`src/scf_pkg.sv`:
```
// shared types and constants for the stereo crossfeed fir scaler
`default_nettype none
package scf_pkg;

  localparam int SAMPLE_W    = 24;
  localparam int COEF_W      = 32;
  localparam int LEVEL_W     = 16;
  localparam int PROD_W      = SAMPLE_W + COEF_W;
  localparam int FIR_SHIFT   = 31;
  localparam int LEVEL_SHIFT = 15;
  // scaled channel: sample times unsigned level, then shifted
  localparam int SCALED_W    = SAMPLE_W + LEVEL_W + 1 - LEVEL_SHIFT;

  localparam logic [1:0] CMD_PROCESS = 2'd0;
  localparam logic [1:0] CMD_LOAD    = 2'd1;
  localparam logic [1:0] CMD_CLEAR   = 2'd2;

  localparam logic [1:0] REG_FILTER_ENABLE = 2'd0;
  localparam logic [1:0] REG_MONO_ENABLE   = 2'd1;
  localparam logic [1:0] REG_LEVEL_LEFT    = 2'd2;
  localparam logic [1:0] REG_LEVEL_RIGHT   = 2'd3;

  typedef enum logic [2:0] {
    ST_IDLE,
    ST_MAC,
    ST_FIR_WAIT,
    ST_SCALE_L,
    ST_SCALE_R,
    ST_SCALE_WAIT,
    ST_FIN
  } state_t;

  // tag travelling alongside each multiply
  typedef struct packed {
    logic vld;
    logic first;
    logic last;
    logic chan;
    logic scale;
  } mac_tag_t;

  typedef struct packed {
    logic vld;
    logic chan;
    logic scale;
  } mac_res_t;

  typedef struct packed {
    logic shift_in;
    logic clear;
    logic rot_left;
    logic rot_right;
  } dl_ctl_t;

endpackage
`default_nettype wire

```
`src/scf_coef_ram.sv`:
```
// coefficient store, one write port and one registered read port
`default_nettype none
module scf_coef_ram #(
  parameter int DEPTH = 128,
  parameter int AW    = 7
) (
  input  wire logic                              clk,
  input  wire logic                              wr_en,
  input  wire logic [AW-1:0]                     wr_addr,
  input  wire logic signed [scf_pkg::COEF_W-1:0] wr_data,
  input  wire logic [AW-1:0]                     rd_addr,
  output logic signed [scf_pkg::COEF_W-1:0]      rd_data
);
  import scf_pkg::*;

  logic signed [COEF_W-1:0] mem_r [DEPTH];
  logic signed [COEF_W-1:0] rd_data_r;

  always_ff @(posedge clk) begin
    if (wr_en) begin
      mem_r[wr_addr] <= wr_data;
    end
    rd_data_r <= mem_r[rd_addr];
  end

  assign rd_data = rd_data_r;

endmodule
`default_nettype wire

```
`config.mk`:
```
export PLATFORM = sky130hd
export DESIGN_NAME = scf_coef_ram
export DESIGN_NICKNAME = d
export VERILOG_FILES = /design/src/scf_pkg.sv /design/src/scf_coef_ram.sv
export SDC_FILE = /design/constraint.sdc
export NUM_CORES = 2
export LEC_CHECK = 0
export ABC_CLOCK_PERIOD_IN_PS = 4500
export BUFFER_PORTS_ARGS = -buffer_cell sky130_fd_sc_hd__buf_2
export CORE_MARGIN = 8
export CORE_UTILIZATION = 45
export DETAILED_ROUTE_END_ITERATION = 7
export PLACE_DENSITY = 0.69
export SLEW_MARGIN = 40
export SYNTH_ARGS = -nofsm -noshare
export SYNTH_HDL_FRONTEND = slang
export SYNTH_SLANG_ARGS = --single-unit
```
`constraint.sdc`:
```
create_clock -name clk -period 4.5 [get_ports clk]
set_clock_uncertainty 0.15 [all_clocks]
set_input_delay 0.9 -clock clk [delete_from_list [all_inputs] [get_ports clk]]
set_output_delay 0.9 -clock clk [all_outputs]
set_load 0.03 [all_outputs]
```
==> impl_metrics.py <==
metrics = {
    "critical_path": {
        "path_cells": "buf_12 > buf_12 > buf_12 > buf_4 > mux4_2 > mux4_2 > mux4_2 > mux2_2",
        "worstPathRequired_ns": 5.21,
        "path_max_fanout": 19,
        "crit_path_start_kind": "primary input",
        "max_stage_delay_ns": 0.64,
        "path_delay_family": "multiplexers",
        "cp.arrival_ns": 4.17,
        "critical_path_class": "primary input to register",
        "cp_slowest_cell": "mux4_2",
        "crit_path_end_kind": "register",
        "path_buf_inv": 4,
    },
    "floorplanning": {
        "start_util_pct": 45.2,
        "fp.coreArea_sq_um": 346000,
        "die_area_sq_um": 366000,
        "io_pins": 80,
        "rows": 216,
        "die-width_microns": 605,
        "fp.dieH_microns": 605,
    },
    "logic_synthesis": {
        "synth_top_area_share_pct": 78.7,
        "yosys.cell_count.top_type": "edfxtp_1",
        "synth.distinct_cells": 17,
        "synth_area_leaders": "edfxtp_1 (79%), mux4_2 (19%), clkbuf_1 (0.44%)",
        "yosysTopAreaCell": "edfxtp_1",
        "synthFlopType": "edfxtp_1",
        "synth_edf_count": 4096,
        "ys_seq_area_share_pct": 79.1,
        "synth.cell_area_sq_um": 156000,
        "synth-async-reset-ratio_pct": 0,
        "syn_inst": 5990,
        "syn_avg_cell_area_sq_um": 26.1,
        "ys_ff_latch": 4128,
        "yosysWarnings": 0,
        "synthTopCellsByCount": "edfxtp_1 (4,096), mux4_2 (1,344), clkbuf_1 (182)",
        "syn_nets": 6038,
    },
    "routing": {
        "drtIter0Drc": 11448,
        "ant_nets": 0,
        "wl_per_cell_microns": 36.8,
        "vias_per_cell": 6.31,
        "vias": 72946,
        "dr.pass1.iters": 7,
        "drc_errors": 0,
        "wl_microns": 426000,
    },
    "sta": {
        "fin_crit_sh_pct": 76.9,
        "setup_violations": 0,
        "fin_hold_ws_ns": 0.163,
        "fin_ws_ns": 1.04,
        "period_needed_ns": 3.46,
        "slew_violations": 0,
        "worstMarginPinSlew_ns": 0.937,
        "fmax_ghz": 0.289,
        "setup-tns-final_ns": 0,
        "slew_headroom_pct": 37.3,
        "hold_violations": 0,
        "rsz0062_at_grt": "false",
    },
    "placed_design": {
        "placed_area_sq_um": 168000,
        "port_buffers": 79,
        "dp_worst_setup_slack_ns": 0.0626,
        "place.detailed.hpwl_microns": 241000,
        "gp_congestion": 0.839,
        "placed_cells": 10743,
    },
    "pwr": {
        "p_leak_nw": 55.4,
        "vdd_drop_max_mv": 0.347,
        "power_density_nw_per_um2": 444,
    },
    "cts": {
        "clk_pin_slew_ns": 0.06,
        "cts_sinks": 4128,
        "cts_resized": 0,
        "clock-root-buffer": "clkbuf_16",
        "cts-htree-levels": 5,
        "cts_tree": "yes",
        "clkLatencyLatePin_ns": 0.97,
        "numCtsBuffers": 402,
        "post-cts-setup-buffer-count": 0,
        "cts.hold.buffers_added": 0,
        "clockBufferDepth": 4,
    },
    "layout": {
        "syn_to_final_growth_pct": 15.7,
        "drive_gt1_share_pct": 37.2,
        "final_cells": 11567,
        "stdcell_area_sq_um": 181000,
        "nNetsFinal": 6622,
    },
    "global_routing": {
        "grt_pass1_vias": 73258,
        "grt_overflow": 0,
        "antenna_found_initial": 78,
        "grt_max_degree": 129,
        "track_usage_pct": 23.0,
        "grt_first_pass_wirelength_microns": 587000,
    },
    "status": {
        "status": "finished, final reports clean",
    },
    "flow_run": {
        "drv_cap": 0,
    },
    "worst_hold_path": {
        "hp-class": "primary input to register",
    },
}
-- routing by layer --
layer  share of wire, %  track usage [%]  wire length [microns]
met1                 36             31.0                 152000
met2                 47             35.8                 201000
met3                 13             6.18                  54000
met4                4.4             9.23                  18900
met5              0.035                0                    150
-- stage by stage --
stage | util (%) | power [W]
global placement | 48.4 | 0.0478
finish | 52.3 | 0.0803
global route | 52.3 | 0.0822
detailed placement | 48.4 | 0.0479
floorplan | - | 0.0455
CTS | 52.2 | 0.0806
-- final cells by class --
| type | count | area (sq um) |
|---|---|---|
| tap | 4578 | 5730 |
| fill | 25437 | 165000 |
| antenna | 91 | 228 |
| multi-input combinational | 1546 | 32300 |
| timing repair buffer | 496 | 6050 |
| clock buffer | 518 | 10800 |
| sequential | 4128 | 124000 |
| clock inverter | 210 | 2080 |
-- placed cells by master (no fill, tap or decap), types with 11 or more instances in the layout --
cell / n
edfxtp_1: 4096
mux4_2: 1344
clkbuf_16: 411
buf_4: 250
buf_12: 177
nor2_4: 119
clkbuf_1: 92
diode_2: 91
clkinv_1: 75
clkinv_2: 62
buf_2: 40
bufinv_16: 33
mux2_2: 32
dfxtp_1: 32
clkbuf_8: 20
buf_6: 16
clkinvlp_4: 12
nand2_1: 11
-- state kept, by name, summed over array words and instances, names as in the netlist --
register,flops
rd_data,32
mem_r,4096
-- cell families after synthesis --
| family | count (synthesis) | share of synthesized area, % |
|---|---|---|
| AND/OR/NAND/NOR | 170 | 0.446 |
| buffers and inverters | 316 | 0.839 |
| flip-flops | 4128 | 79.1 |
| multiplexers | 1376 | 19.6 |
-- final timing paths --
check	startpoint	to	slack [ns]	cells past startpoint
max	rd_addr[0]	rd_data[14]	1.04	8
min	wr_data[10]	mem_r[8][10]	0.16	1
max reg2reg	mem_r[23][17]	rd_data[17]	1.58	4
min reg2reg	mem_r[76][2]	rd_data[2]	0.99	4
-- power breakdown --
| group | switching, W | leakage, nW | total (W) | internal, W |
|---|---|---|---|---|
| sequential | 0.000251 | 37.1 | 0.0427 | 0.0425 |
| clock | 0.0143 | 6.29 | 0.0332 | 0.0189 |
| combinational | 0.00276 | 12.0 | 0.00446 | 0.00170 |
-- worst register-to-register path: cells and delay by family (launching register included) --
family | cells | cell delay, ns
flip-flops | 1 | 0.36
multiplexers | 4 | 2.27
Note: power is estimated with default switching activity, not from simulation.
