`src/scf_pkg.sv`:
```
// shared types and constants for the stereo crossfeed fir scaler
`default_nettype none
package scf_pkg;

  localparam int SAMPLE_W    = 24;
  localparam int COEF_W      = 32;
  localparam int LEVEL_W     = 16;
  localparam int PROD_W      = SAMPLE_W + COEF_W;
  localparam int FIR_SHIFT   = 31;
  localparam int LEVEL_SHIFT = 15;
  // scaled channel: sample times unsigned level, then shifted
  localparam int SCALED_W    = SAMPLE_W + LEVEL_W + 1 - LEVEL_SHIFT;

  localparam logic [1:0] CMD_PROCESS = 2'd0;
  localparam logic [1:0] CMD_LOAD    = 2'd1;
  localparam logic [1:0] CMD_CLEAR   = 2'd2;

  localparam logic [1:0] REG_FILTER_ENABLE = 2'd0;
  localparam logic [1:0] REG_MONO_ENABLE   = 2'd1;
  localparam logic [1:0] REG_LEVEL_LEFT    = 2'd2;
  localparam logic [1:0] REG_LEVEL_RIGHT   = 2'd3;

  typedef enum logic [2:0] {
    ST_IDLE,
    ST_MAC,
    ST_FIR_WAIT,
    ST_SCALE_L,
    ST_SCALE_R,
    ST_SCALE_WAIT,
    ST_FIN
  } state_t;

  // tag travelling alongside each multiply
  typedef struct packed {
    logic vld;
    logic first;
    logic last;
    logic chan;
    logic scale;
  } mac_tag_t;

  typedef struct packed {
    logic vld;
    logic chan;
    logic scale;
  } mac_res_t;

  typedef struct packed {
    logic shift_in;
    logic clear;
    logic rot_left;
    logic rot_right;
  } dl_ctl_t;

endpackage
`default_nettype wire

```
`src/scf_mac.sv`:
```
// shared multiply-accumulate unit: operand stage, product stage, accumulator
`default_nettype none
module scf_mac #(
  parameter int TAP_COUNT = 32,
  localparam int ACC_W = scf_pkg::PROD_W + $clog2(2 * TAP_COUNT)
) (
  input  wire logic                                clk,
  input  wire logic                                rst_n,
  input  wire scf_pkg::mac_tag_t                   tag,
  input  wire logic signed [scf_pkg::SAMPLE_W-1:0] op_a,
  input  wire logic signed [scf_pkg::COEF_W-1:0]   op_imm,
  input  wire logic signed [scf_pkg::COEF_W-1:0]   coef_rdata,
  output scf_pkg::mac_res_t                        res,
  output logic signed [ACC_W-1:0]                  res_val
);
  import scf_pkg::*;

  mac_tag_t                 tag1_r;
  mac_tag_t                 tag2_r;
  mac_res_t                 res_r;
  logic signed [SAMPLE_W-1:0] a_r;
  logic signed [COEF_W-1:0]   imm_r;
  logic signed [COEF_W-1:0]   op_b;
  logic signed [PROD_W-1:0]   prod_r;
  logic signed [ACC_W-1:0]    acc_r;
  logic signed [ACC_W-1:0]    acc_nxt;
  logic signed [ACC_W-1:0]    prod_ext;
  logic signed [ACC_W-1:0]    res_val_r;

  // coefficient arrives from the ram in the cycle after issue, alongside the registered operands
  assign op_b     = tag1_r.scale ? imm_r : coef_rdata;
  assign prod_ext = ACC_W'(prod_r);
  assign acc_nxt  = tag2_r.first ? prod_ext : acc_r + prod_ext;

  always_ff @(posedge clk) begin
    if (!rst_n) begin
      tag1_r <= '0;
      tag2_r <= '0;
      res_r  <= '0;
    end else begin
      tag1_r    <= tag;
      tag2_r    <= tag1_r;
      res_r.vld   <= tag2_r.vld && tag2_r.last;
      res_r.chan  <= tag2_r.chan;
      res_r.scale <= tag2_r.scale;
    end
  end

  always_ff @(posedge clk) begin
    a_r    <= op_a;
    imm_r  <= op_imm;
    prod_r <= a_r * op_b;
    if (tag2_r.vld) begin
      acc_r <= acc_nxt;
    end
    if (tag2_r.vld && tag2_r.last) begin
      res_val_r <= acc_nxt;
    end
  end

  assign res     = res_r;
  assign res_val = res_val_r;

endmodule
`default_nettype wire

```
`config.mk`:
```
export PLATFORM = sky130hd
export DESIGN_NAME = scf_mac
export DESIGN_NICKNAME = d
export VERILOG_FILES = /design/src/scf_pkg.sv /design/src/scf_mac.sv
export SDC_FILE = /design/constraint.sdc
export NUM_CORES = 2
export LEC_CHECK = 0
export BUFFER_PORTS_ARGS = -buffer_cell sky130_fd_sc_hd__buf_2
export CORE_ASPECT_RATIO = 1.2
export CORE_UTILIZATION = 65
export DETAILED_ROUTE_END_ITERATION = 10
export HOLD_SLACK_MARGIN = 0.12
export PLACE_DENSITY = 0.84
export SYNTH_ARGS = -nofsm -noshare
export SYNTH_HDL_FRONTEND = slang
export SYNTH_SLANG_ARGS = --single-unit
```
`constraint.sdc`:
```
create_clock -name clk -period 10.5 [get_ports clk]
set_input_delay 1.05 -clock clk [delete_from_list [all_inputs] [get_ports clk]]
set_output_delay 1.05 -clock clk [all_outputs]
set_load 0.03 [all_outputs]
```
==> reports/metrics.cfg <==
[outcome]
status=finished, final reports clean

[timing]
finalClockSkew_ps=14.5
setup_viol=0
rsz0062_at_grt=no
fin_crit_sh=0.785
fin_crit_ps=8240
max_freq_ghz=0.121
finalSetupTns_ps=0
worst_slew_margin_rel=0.324
drv_slew=0
finalHoldViolCount=0
tightest_slew_ps=1010

[floorplan]
initial_utilization=0.658
fp.dieW_microns=222
num_io_pins=160
core_area_sq_um=57200
dieArea_sq_um=58800
die_y_microns=265
row_count=96

[finish]
design_area_sq_um=39700
layout_commonest_cell=fa_1
fin_nets=4958
drive_gt1_frac=0.0764
synthToLayoutAreaGrowth_pct=5.62
layout_common_cells=fa_1, inv_1, nand2_1
diodes=0

[worst_setup_path]
crit_top_cell=fa_1
crit_arrival_ps=8730
cpPeakStageDelay_ps=810
end_kind=flop
worstPathRequired_ps=10990
critPathKind=reg2reg
worstSetupStartpointType=flop
rr_worst_depth=23
critPathMaxFanout=33
cp_cell_sequence=buf_4 > mux2_2 > nand2_1 > inv_1 > fa_1 > fa_1 > inv_1 > fa_1 > inv_1 > fa_1 > fa_1 > fa_1 > fa_1 > ha_1 > a21o_1 > a21oi_1 > o21bai_1 > a21o_1 > a21oi_1 > o211ai_1 > a21oi_1 > or4b_1 > o2111ai_1
slowest_stage=fa_1

[synthesis]
synth_seq_area_share=0.166
post_synth.cell_area_avg_sq_um=9.80
syn_area_sq_um=37600
ys_types=76
synth_warnings=0
synth_edf_count=124
synth_flop_cell=dfxtp_1
ys_ff_latch=249
syn_inst=3838
synth_nets=4928
async_flop_share=0

[cts]
cts.path.max_buffers=3
postCtsHoldBufs=0
cts_setup_buffers=0
cts.sinks=249
cts_buffers=27
htree_num_levels=1
clk_pin_slew_ps=60
clockRootBuffer=clkbuf_16
clkLatencyLatePin_ps=580
cts-resized-gates=0
cts_tree=yes

[global_route]
grt_first_pass_wirelength_mm=154
antenna_found_initial=1
grtUsageTotal=0.340
overflow=0
first_global_vias=29100
grt_max_degree=97

[min_path]
hold_path_depth=1
worstHoldPathType=reg2reg

[place]
hpwl_mm=74.5
routabilityCongestion=0.981
dpl_cell_area_sq_um=38800
io_buffer_count=159

[route]
routed_wl_mm=96.1
viasPerCell=5.84
dr_total_vias=27000
drtIter0Drc=2045
drc=0
routedWlPerCell_microns=20.8
drt_pass1_iterations=5
ant_nets=0

[flow_run]
maxCapViolations=0

[final cells by class]
cell class / count / area [sq um]
Timing Repair Buffer: 182 / 968
Inverter: 774 / 2910
Multi-Input combinational cell: 2634 / 27800
Clock inverter: 13 / 141
Tap cell: 735 / 920
Clock buffer: 37 / 768
Fill cell: 4185 / 17500
Sequential cell: 249 / 6240
[cells in the mapped netlist (3+ instances only)]
cell | instances | share of area
a2111oi_0 | 4 | 0.00093
a211oi_1 | 13 | 0.0026
a21o_1 | 76 | 0.015
a21oi_1 | 111 | 0.015
a221o_1 | 3 | 0.00080
a221oi_1 | 6 | 0.0014
a31o_2 | 3 | 0.00070
a31oi_1 | 16 | 0.0027
a41oi_1 | 3 | 0.00070
and2_1 | 388 | 0.065
and3_1 | 12 | 0.0020
and4_1 | 7 | 0.0016
buf_2 | 11 | 0.0015
clkbuf_1 | 168 | 0.017
dfxtp_1 | 125 | 0.067
edfxtp_1 | 124 | 0.099
fa_1 | 784 | 0.42
ha_1 | 211 | 0.070
inv_1 | 773 | 0.077
mux2_2 | 36 | 0.011
nand2_1 | 477 | 0.048
nand2b_1 | 10 | 0.0017
nand3_1 | 23 | 0.0031
nand4_1 | 18 | 0.0030
nor2_1 | 66 | 0.0066
nor2b_1 | 7 | 0.0012
nor3_1 | 18 | 0.0024
o211ai_1 | 11 | 0.0022
o21a_1 | 16 | 0.0032
o21ai_0 | 109 | 0.015
o21ai_1 | 4 | 0.00053
o21bai_1 | 17 | 0.0034
o221ai_1 | 5 | 0.0012
o22ai_1 | 3 | 0.00050
o31a_1 | 4 | 0.00093
or2_2 | 10 | 0.0017
or3_1 | 10 | 0.0017
xnor2_1 | 68 | 0.016
xor2_1 | 45 | 0.010
[stage by stage]
stage / utilization / hold slack (ps) / setup slack, ps / instances
after detailed placement: 0.679 / 420 / 2000 / 4574
after floorplan: - / 412 / 2360 / 3838
after global placement: 0.679 / 412 / 2110 / 4574
after CTS: 0.695 / 436 / 2290 / 4624
final: 0.695 / 433 / 2260 / 4624
after global routing: 0.695 / 443 / 1850 / 4624
[final timing paths]
kind	slack, ps	from	end
worst min register to register	430	tag1_r[1]	tag2_r[1]
worst max-delay path	2260	tag1_r[0]	prod_r[54]
worst min-delay path	430	tag1_r[1]	tag2_r[1]
worst max register to register	2260	tag1_r[0]	prod_r[54]
[kinds of logic after synthesis]
family | count (synthesis) | synth area share
xor+xnor | 113 | 0.0263
simple gates | 1061 | 0.141
compound gates | 428 | 0.0728
buf+inv | 955 | 0.0958
flops | 249 | 0.166
mux | 37 | 0.0110
fa+ha+maj | 995 | 0.488
[metal layers]
layer / vias up / track usage / part of all wire
li1: 11800 / - / -
met2: 1339 / 0.565 / 0.48
met4: 0 / 0.209 / 0.068
met1: 13500 / 0.415 / 0.37
met5: - / 0 / 0
met3: 393 / 0.0609 / 0.085
[state kept, by name (all words and copies together) (netlist names)]
| register | count |
|---|---|
| acc_r | 62 |
| tag2_r | 5 |
| res | 3 |
| prod_r | 56 |
| res_val | 62 |
| imm_r | 32 |
| a_r | 24 |
| tag1_r | 5 |
[worst max-delay path: cells and delay by family (launching register included)]
family	cells	cell delay (ps)
AOI/OAI and AO/OA	8	1000
adders and majority gates	8	4550
buffers and inverters	4	980
DFF	1	310
muxes	1	580
and+or+nand+nor	2	670
Power is not shown: default switching activity piles up to over one toggle a cycle in this logic, so the estimate is an artifact.
