### src/scf_pkg.sv
// shared types and constants for the stereo crossfeed fir scaler
`default_nettype none
package scf_pkg;

  localparam int SAMPLE_W    = 24;
  localparam int COEF_W      = 32;
  localparam int LEVEL_W     = 16;
  localparam int PROD_W      = SAMPLE_W + COEF_W;
  localparam int FIR_SHIFT   = 31;
  localparam int LEVEL_SHIFT = 15;
  // scaled channel: sample times unsigned level, then shifted
  localparam int SCALED_W    = SAMPLE_W + LEVEL_W + 1 - LEVEL_SHIFT;

  localparam logic [1:0] CMD_PROCESS = 2'd0;
  localparam logic [1:0] CMD_LOAD    = 2'd1;
  localparam logic [1:0] CMD_CLEAR   = 2'd2;

  localparam logic [1:0] REG_FILTER_ENABLE = 2'd0;
  localparam logic [1:0] REG_MONO_ENABLE   = 2'd1;
  localparam logic [1:0] REG_LEVEL_LEFT    = 2'd2;
  localparam logic [1:0] REG_LEVEL_RIGHT   = 2'd3;

  typedef enum logic [2:0] {
    ST_IDLE,
    ST_MAC,
    ST_FIR_WAIT,
    ST_SCALE_L,
    ST_SCALE_R,
    ST_SCALE_WAIT,
    ST_FIN
  } state_t;

  // tag travelling alongside each multiply
  typedef struct packed {
    logic vld;
    logic first;
    logic last;
    logic chan;
    logic scale;
  } mac_tag_t;

  typedef struct packed {
    logic vld;
    logic chan;
    logic scale;
  } mac_res_t;

  typedef struct packed {
    logic shift_in;
    logic clear;
    logic rot_left;
    logic rot_right;
  } dl_ctl_t;

endpackage
`default_nettype wire

### src/scf_delay_line.sv
// left and right sample delay lines, rotated so the current tap sits at position zero
`default_nettype none
module scf_delay_line #(
  parameter int TAP_COUNT = 32
) (
  input  wire logic                                clk,
  input  wire logic                                rst_n,
  input  wire scf_pkg::dl_ctl_t                    ctl,
  input  wire logic signed [scf_pkg::SAMPLE_W-1:0] sample_left,
  input  wire logic signed [scf_pkg::SAMPLE_W-1:0] sample_right,
  output logic signed [scf_pkg::SAMPLE_W-1:0]      tap_left,
  output logic signed [scf_pkg::SAMPLE_W-1:0]      tap_right
);
  import scf_pkg::*;

  logic signed [SAMPLE_W-1:0] dl_left_r  [TAP_COUNT];
  logic signed [SAMPLE_W-1:0] dl_right_r [TAP_COUNT];

  always_ff @(posedge clk) begin
    if (!rst_n || ctl.clear) begin
      for (int i = 0; i < TAP_COUNT; i++) begin
        dl_left_r[i]  <= '0;
        dl_right_r[i] <= '0;
      end
    end else if (ctl.shift_in) begin
      for (int i = TAP_COUNT - 1; i > 0; i--) begin
        dl_left_r[i]  <= dl_left_r[i-1];
        dl_right_r[i] <= dl_right_r[i-1];
      end
      dl_left_r[0]  <= sample_left;
      dl_right_r[0] <= sample_right;
    end else begin
      // full rotation over one pass brings the line back in place
      if (ctl.rot_left) begin
        for (int i = 0; i < TAP_COUNT - 1; i++) begin
          dl_left_r[i] <= dl_left_r[i+1];
        end
        dl_left_r[TAP_COUNT-1] <= dl_left_r[0];
      end
      if (ctl.rot_right) begin
        for (int i = 0; i < TAP_COUNT - 1; i++) begin
          dl_right_r[i] <= dl_right_r[i+1];
        end
        dl_right_r[TAP_COUNT-1] <= dl_right_r[0];
      end
    end
  end

  assign tap_left  = dl_left_r[0];
  assign tap_right = dl_right_r[0];

endmodule
`default_nettype wire

### config.mk
export PLATFORM = sky130hd
export DESIGN_NAME = scf_delay_line
export DESIGN_NICKNAME = d
export VERILOG_FILES = /design/src/scf_pkg.sv /design/src/scf_delay_line.sv
export SDC_FILE = /design/constraint.sdc
export NUM_CORES = 2
export LEC_CHECK = 0
export BUFFER_PORTS_ARGS = -buffer_cell sky130_fd_sc_hd__buf_2
export CAP_MARGIN = 5
export CORE_UTILIZATION = 65
export CTS_BUF_LIST = sky130_fd_sc_hd__clkbuf_2
export CTS_CLUSTER_DIAMETER = 30
export DETAILED_ROUTE_END_ITERATION = 10
export PLACE_DENSITY_LB_ADDON = 0.25
export SLEW_MARGIN = 15
export SYNTH_ARGS = -nofsm -noshare
export SYNTH_HDL_FRONTEND = slang
export SYNTH_SLANG_ARGS = --single-unit
### constraint.sdc
create_clock -name clk -period 13.81 [get_ports clk]
set_input_delay 2.762 -clock clk [delete_from_list [all_inputs] [get_ports clk]]
set_output_delay 2.762 -clock clk [all_outputs]
set_load 0.03 [all_outputs]
==> impl_results.md <==
* Met2 wire len at 62370 um
* Max-slew headroom at the worst pin at 13.67%
* Switching Power at 0.002288 W
* # DRC at 0
* Library cell with the largest summed area after synthesis: edfxtp_1
* Worst Max-Slew Pin Slew at 1295 ps
* Die X at ~340 um
* Worst hold-check path type: reg2reg
* Tot GR Track Use at 23.07%
* Syn_nets at between 6000 and 7000
* Initial cell density of the core at ~66%
* Maximum vdd ir drop at 0.07947 mV
* Pin count of the biggest net entering global routing at 260
* Total number of nets in the final design at 6095
* Quantity of gates resized following cts at 0
* Post-Syn Area per Cell at 12.11 um^2
* Clock tree from TritonCTS: done
* Share of power burned in the clock network at 33.5%
* Number of vias after detailed routing at 45287
* Per-cell via count in the routed design at 5.804
* Result of the run: finished clean
* Die area at 113800 um^2
* Int Power at 0.006569 W
* Setup repair after global routing missed its margin: no
* Final setup margin at 7935 ps
* Floorplan Core Area at 111100 um^2
* Class of the most critical setup path: in2reg
* Count of mapped cells out of synthesis at 6035
* Type of element capturing the critical path: flip-flop
* Complex-gate fraction of the synthesized area at under 10%
* Post-Synth Simple-Gate Area at between 10% and 20%
* Post-synthesis mux area share at 9.203%
* Io pins at roughly 100
* Sequential group share of total power at 60.6%
* # hold bufs at CTS at 0
* Distinct cells, synth at 15
* Detailed Route WL at 131500 um
* Detail-routed net length per standard cell at 16.85 um
* Number of clock sinks seen by CTS at 1536
* Sum of net half-perimeters after detailed placement at between 70000 and 80000 um
* Arr. time, crit path at 7240 ps
* Adder and majority cell fraction of the synthesized area at 0%
* Ys Warns at 0
* Antenna violations before repair at 7
* Cell types with the largest area share after synthesis: edfxtp_1, mux2i_1, nand3b_1, a21oi_1, nand2_1
* Met3 wirelength from detailed routing at 6625 um
* Max Slew Vio Count at 0
* Power density over the cells at 116.9 nW/um^2
* Die Span Y at between 300 and 400 um
* # setup viols final at 0
* Total iterations of the first detailed-routing run at 6
* Post-synth top area share at 63.11%
* Max Clock Skew at 115.0 ps
* Fmax achieved at 0.1702 GHz
* Row count at 122
* Summed negative setup slack over all endpoints at 0 ps
* Hold violation total from the final report at 0
* Max-capacitance violation count at 0
* Post-CTS setup repair buffer count at 0
* Clock Latency Late Sink at about 1700 ps
* First-iteration detailed-routing DRC count at around 4500
* Number of buffers created by CTS at 407
* Port Buf Inserts at 101
* Highest metal layer with signal wires: met4
* Master cell of the clock root buffer: clkbuf_2
* Synthesized-area fraction occupied by xor and xnor cells at 0%
* Wire length of the first global-routing pass at 216400 um
* Antenna Nets Post-Route at 0
* CTS Buffer Depth at 4
* Leading cell type in the layout, fill and taps excluded: edfxtp_1
* Vias in the first global route at roughly 44000
* Post-synthesis sequential element count at 1536
* Tcrit/Tclk final at 42.54%
* Required time of the worst setup path at approximately 15000 ps
* CTS H-tree lvls at 5
* Synthesized cell area at 73090 um^2
* Sequential share of the synthesized area at 63.11%
* Proportion of total power due to net switching at 25.83%
* Sum of routed wire segments on met1 at between 60000 and 70000 um
* Time the final worst path needs with I/O delays and setup at 5875 ps
* Worst Setup Start Kind: input port
* Layout filler cell count at slightly above 8000
* Routability congestion estimate from global placement at 0.7428
* Most used cells in the layout excluding fill and tap cells: edfxtp_1, nand2_1, nand3b_1, a21oi_1
* Main combinational cell family by area after synthesis: simple AND/OR/NAND/NOR gates
* Logic pwr share at about 6%
* Placement-stage worst setup slack at 6366 ps
* Fraction of layout cells with a size suffix above 1 at 11.83%
* Largest fanout on the critical path at 139
* Pleak at 28.08 nW
* Overall overflow remaining after global route at 0
* Worst-path clk slew at 110 ps
* Layout Area Growth over Synthesis at 3.699%
-- synthesized netlist by cell type --
cell type and number:
buf_8 66, a21oi_1 864, buf_6 6, edfxtp_1 1536, buf_12 8, buf_4 102, buf_1 19, mux2i_1 672
nand2b_1 1, nor2_1 672, nand3b_1 864, nand2_1 864, or3_1 4, buf_2 189, clkbuf_1 168
-- worst paths after layout --
| kind | cells after the start | slack, ps | start | endpoint |
|---|---|---|---|---|
| setup / recovery | 7 | 7940 | ctl[3] | dl_left_r[0][731] |
| hold / removal | 2 | 480 | dl_left_r[0][579] | dl_left_r[0][603] |
| setup reg to reg | 2 | 12670 | dl_right_r[0][0] | dl_right_r[31][0] |
| hold reg to reg | 2 | 480 | dl_left_r[0][579] | dl_left_r[0][603] |
-- layer usage --
metal,track usage [%],up-vias
met3,4.044,182
li1,-,21955
met4,8.203,0
met5,0,-
met1,33.25,22019
met2,35.58,1131
-- state kept, by name, summed over array words and instances (netlist names) --
register    count
dl_right_r    768
dl_left_r     768
-- power by group through the flow --
stage | logic [W] | registers, W | clock network (W)
floorplan | 0.000469 | 0.00547 | 0
global placement | 0.000513 | 0.00547 | 0
detailed placement | 0.000522 | 0.00547 | 0
CTS | 0.000523 | 0.00537 | 0.00307
global route | 0.000571 | 0.00539 | 0.00329
finish | 0.000520 | 0.00537 | 0.00297
-- metrics by stage --
step / util, % / cells / instance area, um^2 / hold slack [ps] / power (W)
3_3_place_gp: 65.17 / 7120 / 72420 / 536.5 / 0.005983
3_5_place_dp: 65.17 / 7120 / 72420 / 548.3 / 0.005996
5_1_grt: 68.20 / 7801 / 75790 / 538.2 / 0.009256
4_1_cts: 68.18 / 7795 / 75770 / 484.5 / 0.008963
2_1_floorplan: - / 6035 / 73090 / 532.3 / 0.005943
6_report: 68.21 / 7803 / 75790 / 483.8 / 0.008857
-- worst max-delay path: stages --
cell and delay [ps]:
buf_12 440, buf_4 750, buf_4 830, buf_4 910, buf_4 900, mux2i_1 310
nor2_1 70
-- layout make-up --
cell class | instances | area [um^2] | share of cell area [%]
Antenna cell | 8 | 20.02 | 0.02641
Clock buffer | 550 | 2753 | 3.632
Clock inverter | 125 | 595.6 | 0.7858
Multi-Input combinational cell | 3941 | 23360 | 30.82
Sequential cell | 1536 | 46120 | 60.85
Tap cell | 1488 | 1862 | 2.456
Timing Repair Buffer | 155 | 1079 | 1.423
-- cell families after synthesis --
logic type             count (synthesis)
AOI/OAI and AO/OA                    864
muxes                                672
DFF                                 1536
buffers and inverters                558
and+or+nand+nor                     2405
Power figures use the tool's default switching activity.
